[src/hdl/qtp_div_pipe.sv]
`timescale 1ns / 1ps
// Pipelined restoring divider, one quotient bit per stage, with side payload.
// Depends on nothing; flags quotients that do not fit in QW bits.
module qtp_div_pipe #(
    parameter int NW = 61,
    parameter int DW = 31,
    parameter int QW = 31,
    parameter int PW = 1
) (
    input  logic          aclk,
    input  logic          en,
    input  logic [NW-1:0] n_in,
    input  logic [DW-1:0] d_in,
    input  logic [PW-1:0] pay_in,
    output logic [QW-1:0] q_out,
    output logic          ovf_out,
    output logic [PW-1:0] pay_out
);

    localparam int XW = (NW > QW + DW) ? NW : QW + DW;
    localparam int HW = XW - QW;

    logic [XW-1:0] nx;
    logic [HW-1:0] hi;
    logic [HW-1:0] dx;
    logic          ovf0;

    assign nx   = XW'(n_in);
    assign hi   = nx[XW-1:QW];
    assign dx   = HW'(d_in);
    // If the top part already reaches the divisor, the quotient needs more than QW bits.
    assign ovf0 = (hi >= dx);

    logic [DW-1:0] rem_reg [QW];
    logic [QW-1:0] lo_reg  [QW];
    logic [QW-1:0] q_reg   [QW];
    logic [PW-1:0] pay_reg [QW];
    logic          ovf_reg [QW];

    for (genvar k = 0; k < QW; k++) begin : g_stage
        logic [DW-1:0] rem_c;
        logic [QW-1:0] lo_c;
        logic [QW-1:0] q_c;
        logic [PW-1:0] pay_c;
        logic          ovf_c;
        logic [DW:0]   trial;
        logic [DW:0]   diff;
        logic          ge;

        if (k == 0) begin : g_first
            assign rem_c = hi[DW-1:0];
            assign lo_c  = nx[QW-1:0];
            assign q_c   = '0;
            assign pay_c = pay_in;
            assign ovf_c = ovf0;
        end else begin : g_next
            assign rem_c = rem_reg[k-1];
            assign lo_c  = lo_reg[k-1];
            assign q_c   = q_reg[k-1];
            assign pay_c = pay_reg[k-1];
            assign ovf_c = ovf_reg[k-1];
        end

        assign trial = {rem_c, lo_c[QW-1]};
        assign diff  = trial - {1'b0, d_in};
        assign ge    = (trial >= {1'b0, d_in});

        always_ff @(posedge aclk) begin
            if (en) begin
                rem_reg[k] <= ge ? diff[DW-1:0] : trial[DW-1:0];
                lo_reg[k]  <= lo_c << 1;
                q_reg[k]   <= {q_c[QW-2:0], ge};
                pay_reg[k] <= pay_c;
                ovf_reg[k] <= ovf_c;
            end
        end
    end

    assign q_out   = q_reg[QW-1];
    assign ovf_out = ovf_reg[QW-1];
    assign pay_out = pay_reg[QW-1];

endmodule

[config.mk]
export PLATFORM = sky130hd
export DESIGN_NAME = qtp_div_pipe
export DESIGN_NICKNAME = d
export VERILOG_FILES = /design/src/hdl/qtp_div_pipe.sv
export SDC_FILE = /design/constraint.sdc
export NUM_CORES = 2
export LEC_CHECK = 0
export BUFFER_PORTS_ARGS = -buffer_cell sky130_fd_sc_hd__buf_2
export CORE_MARGIN = 2
export CORE_UTILIZATION = 46
export DETAILED_ROUTE_END_ITERATION = 8
export PLACE_DENSITY_LB_ADDON = 0.08
export SETUP_SLACK_MARGIN = 0.02
export SLEW_MARGIN = 20
export SYNTH_ARGS = -nofsm -noshare
export SYNTH_HDL_FRONTEND = slang
export SYNTH_SLANG_ARGS = --single-unit
[constraint.sdc]
create_clock -name aclk -period 3.8 [get_ports aclk]
set_input_delay 0.38 -clock aclk [delete_from_list [all_inputs] [get_ports aclk]]
set_output_delay 0.38 -clock aclk [all_outputs]
set_load 0.01 [all_outputs]
==> results.md <==
- Post-layout util: 0.563
- CP startpoint kind: register
- Drt initial violations: between 5,000 and 6,000
- Num CTS Buffers: roughly 210
- Worst r2r path cells: 15
- Top cell family by delay on the critical path: compound AO/OA/AOI/OAI gates
- Slew HR: 0.347
- Layout area overhead: 21.8%
- Final setup vio count: 0
- Area of the die: around 250,000 sq um
- # DRC: 0
- Final Hold Fails: 0
- GRT Resource Usage Total: 0.247
- IO Pins: ~130
- Top cell type's share of synthesized area: 0.511
- Row count: roughly 180
- Worst flop-to-flop path startpoint: lo_reg[1][119]
- Cell taking the most area after synthesis: edfxtp_1
- Min Tclk post-route: about 3.8 ns
- Total gr overflow: 0
- Max-Cap Viols: 0
- 1st-pass router iterations: 6
- Clock Power Share: 0.169
- RSZ-0062 raised after global routing: yes
- Syn Area/Cell: 11.4 sq um
- Synth cell count leaders: edfxtp_1 (1,953), ha_1 (991), a21oi_1 (866)
- Max FFs per register: a little over 900
- WS Path Type: register to register
- Largest net degree at the start of global routing: between 100 and 150
- Chip Height: approximately 500 um
- CTS tree: done
- Largest cells by area after synthesis: edfxtp_1 (51%), ha_1 (11%), a21oi_1 (3.8%)
- CP cell instances: inv_2, ha_4, fa_2, nor2b_4, o211ai_4, a31oi_4, a221oi_4, o31ai_4, o41ai_4, o211ai_1, a21boi_1, buf_4, o221ai_4, clkbuf_16, mux2_2
- Placer Congestion: roughly 0.93
- Wire length on met2: between 150,000 and 200,000 um
- CP endpoint kind: register
- DR WL/cell: 21.3 um
- Hold path depth: 4
- Cell variety after synth: around 100
- Port-buffer cells: between 100 and 150
- Area of the mapped netlist: between 100,000 and 150,000 sq um
- Hold EP: rem_reg[1][124]
- Clock transition at the registers of the reported paths: around 0.060 ns
- Net switching power: between 40 and 50 mW
- Hold Startpoint: d_in[0]
- Final max-slew violation count: 0
- Sequential share of power: 0.300
- Syn nets: roughly 11,000
- CP peak stage delay: between 0.4 and 0.5 ns
- Fmax: approximately 270 MHz
- Crit path max fanout: 7
- Mapped Cells: about 10,000
- P per Cell Area: about 900 nW/um^2
- Core area: between 200,000 and 250,000 sq um
- Reg2reg end: rem_reg[1][133]
- Filler Cell Count: roughly 21,000
- Vias per inst: roughly 5.6
- Worst EP required: between 4 and 5 ns
- Peak VDD IR: between 500 and 600 uV
- Main flop type after synthesis: edfxtp_1
- Clk buf depth: 3
- Final Cell Area: 140,000 sq um
- Status: finished clean
- First-pass GRT wire length: between 400,000 and 500,000 um
- Slowest-stage cell, CP: edfxtp_1
- Htree depth: 4
- Critical Path AT: about 4.4 ns
- Async set-reset flop share out of synthesis: 0
- Initial antenna violation count: 4
- Max Clock Skew: just under 0.06 ns
- Vias: 84,700
- Clk_lat worst skew: roughly 0.9 ns
- Final WL: roughly 320,000 um
- Synthesized flop and latch total: around 2,000
- Layout cells sized above 1: 0.208
- Post-place instance area: approximately 130,000 sq um
- Chip Width: between 500 and 600 um
- Sequential fraction of the synthesis area: 0.511
- Period Utilization, post-route: 0.988
- Gate power share: 0.531
- Cell Int Power: slightly below 80 mW
- Slew @ Worst Pin: 0.979 ns
- Root buffer selected by CTS: clkbuf_16
- Count leader, synth: edfxtp_1
- Switching Share: 0.377
- Vias in the first global route: about 83,000
- P_leak: around 57 nW
- Syn. warnings: 0
- Wire length on met3: about 13,000 um
- Max layer used: met4
- Worst hold path type: input port to register
- EDFF count, synth: 1,953
- Initial Util: 0.462
- Met1 WL: 144,000 um
- DPL Wire Length: approximately 240,000 um
- Post-route ant nets: 0
- Clk sink count: between 1,500 and 2,000
- R2R setup slack: roughly 0.046 ns
- WP buf/inv: 3
- Nets@finish: between 10,000 and 15,000
==> layout by cell type, fill, tap and decap left out, types with 226 or more instances in the layout <==
| master | instances |
|---|---|
| inv_1 | 278 |
| a21o_1 | 499 |
| a21oi_1 | 839 |
| ha_1 | 987 |
| buf_4 | 1247 |
| edfxtp_1 | 1953 |
| clkbuf_16 | 226 |
| nor2_1 | 582 |
| xnor2_1 | 478 |
| xor2_1 | 322 |
| o21ai_0 | 758 |
| mux2_2 | 343 |
| nand2_1 | 805 |
==> cell families (layout without fill, tap and decap cells) <==
kind of cell | count (synthesis) | after routing | share of synthesized area
flops | 1953 | 1953 | 0.511
buf+inv | 533 | 2307 | 0.0185
mux | 389 | 389 | 0.0378
simple gates | 2348 | 2348 | 0.0958
xor+xnor | 800 | 800 | 0.0610
other cells | 0 | 2 | 0
compound gates | 2986 | 2986 | 0.163
fa+ha+maj | 1021 | 1021 | 0.113
==> routing by layer <==
metal  up-vias  GRT usage
li1      41400          -
met1     40800      0.330
met2      1929      0.406
met5         -          0
met3       574     0.0303
met4         0      0.101
==> how the worst max path moves through the flow <==
stage / start / slack [ns] / cells after the start / endpoint
after global placement: d_in[16] / -0.50 / 15 / rem_reg[0][399]
after detailed placement: d_in[16] / -0.49 / 15 / rem_reg[0][399]
after global routing: lo_reg[1][119] / -0.1 / 15 / rem_reg[1][138]
final: lo_reg[1][119] / 0.05 / 15 / rem_reg[1][133]
after floorplan: d_in[11] / 0.03 / 14 / rem_reg[0][94]
after CTS: lo_reg[0][299] / -0.02 / 16 / rem_reg[0][328]
==> worst min-delay path: stages <==
cell	delay, ns
buf_2	0.14
buf_12	0.17
ha_4	0.15
a21oi_1	0.05
==> stage by stage <==
| stage | setup TNS, ns | power [mW] | cells | hold slack [ns] | worst slack (ns) |
|---|---|---|---|---|---|
| after global placement | -119.85 | 103 | 14600 | 0.401 | -0.495 |
| after CTS | -0.117 | 126 | 15100 | 0.122 | -0.0194 |
| after floorplan | 0 | 79.3 | 10000 | 0.400 | 0.0261 |
| after detailed placement | -145.66 | 104 | 14600 | 0.405 | -0.487 |
| after global routing | -1.50 | 136 | 15100 | 0.166 | -0.0984 |
| final | 0 | 127 | 15100 | 0.211 | 0.0458 |
==> final cells by class <==
cell class                 count  area [sq um]  area share
sequential                  1953         58600       0.419
multi-input combinational   7544         54700       0.391
timing repair buffer        1597         13800      0.0986
clock buffer                 244          5510      0.0394
tap                         3330          4170      0.0298
clock inverter               149          1790      0.0128
inverter                     317          1210     0.00864
antenna                        2          5.00   0.0000358
==> power by group through the flow <==
| stage | Sequential, mW | Combinational (mW) | Clock (mW) |
|---|---|---|---|
| floorplan | 35.7 | 43.6 | 0 |
| CTS | 38.2 | 65.9 | 22.1 |
| global route | 38.7 | 74.6 | 22.9 |
| finish | 38.2 | 67.6 | 21.5 |
| detailed placement | 38.5 | 65.0 | 0 |
| global placement | 38.6 | 64.1 | 0 |
==> repair_timing <==
action	in CTS	in global routing
setup buffers	1	23
pin swaps	4	63
gates cloned	2	14
resized for setup	17	173
endpoints found under the hold margin	63	0
hold buffers	63	0
endpoints found under the setup margin	58	503
(Power assumes the default switching activity.)
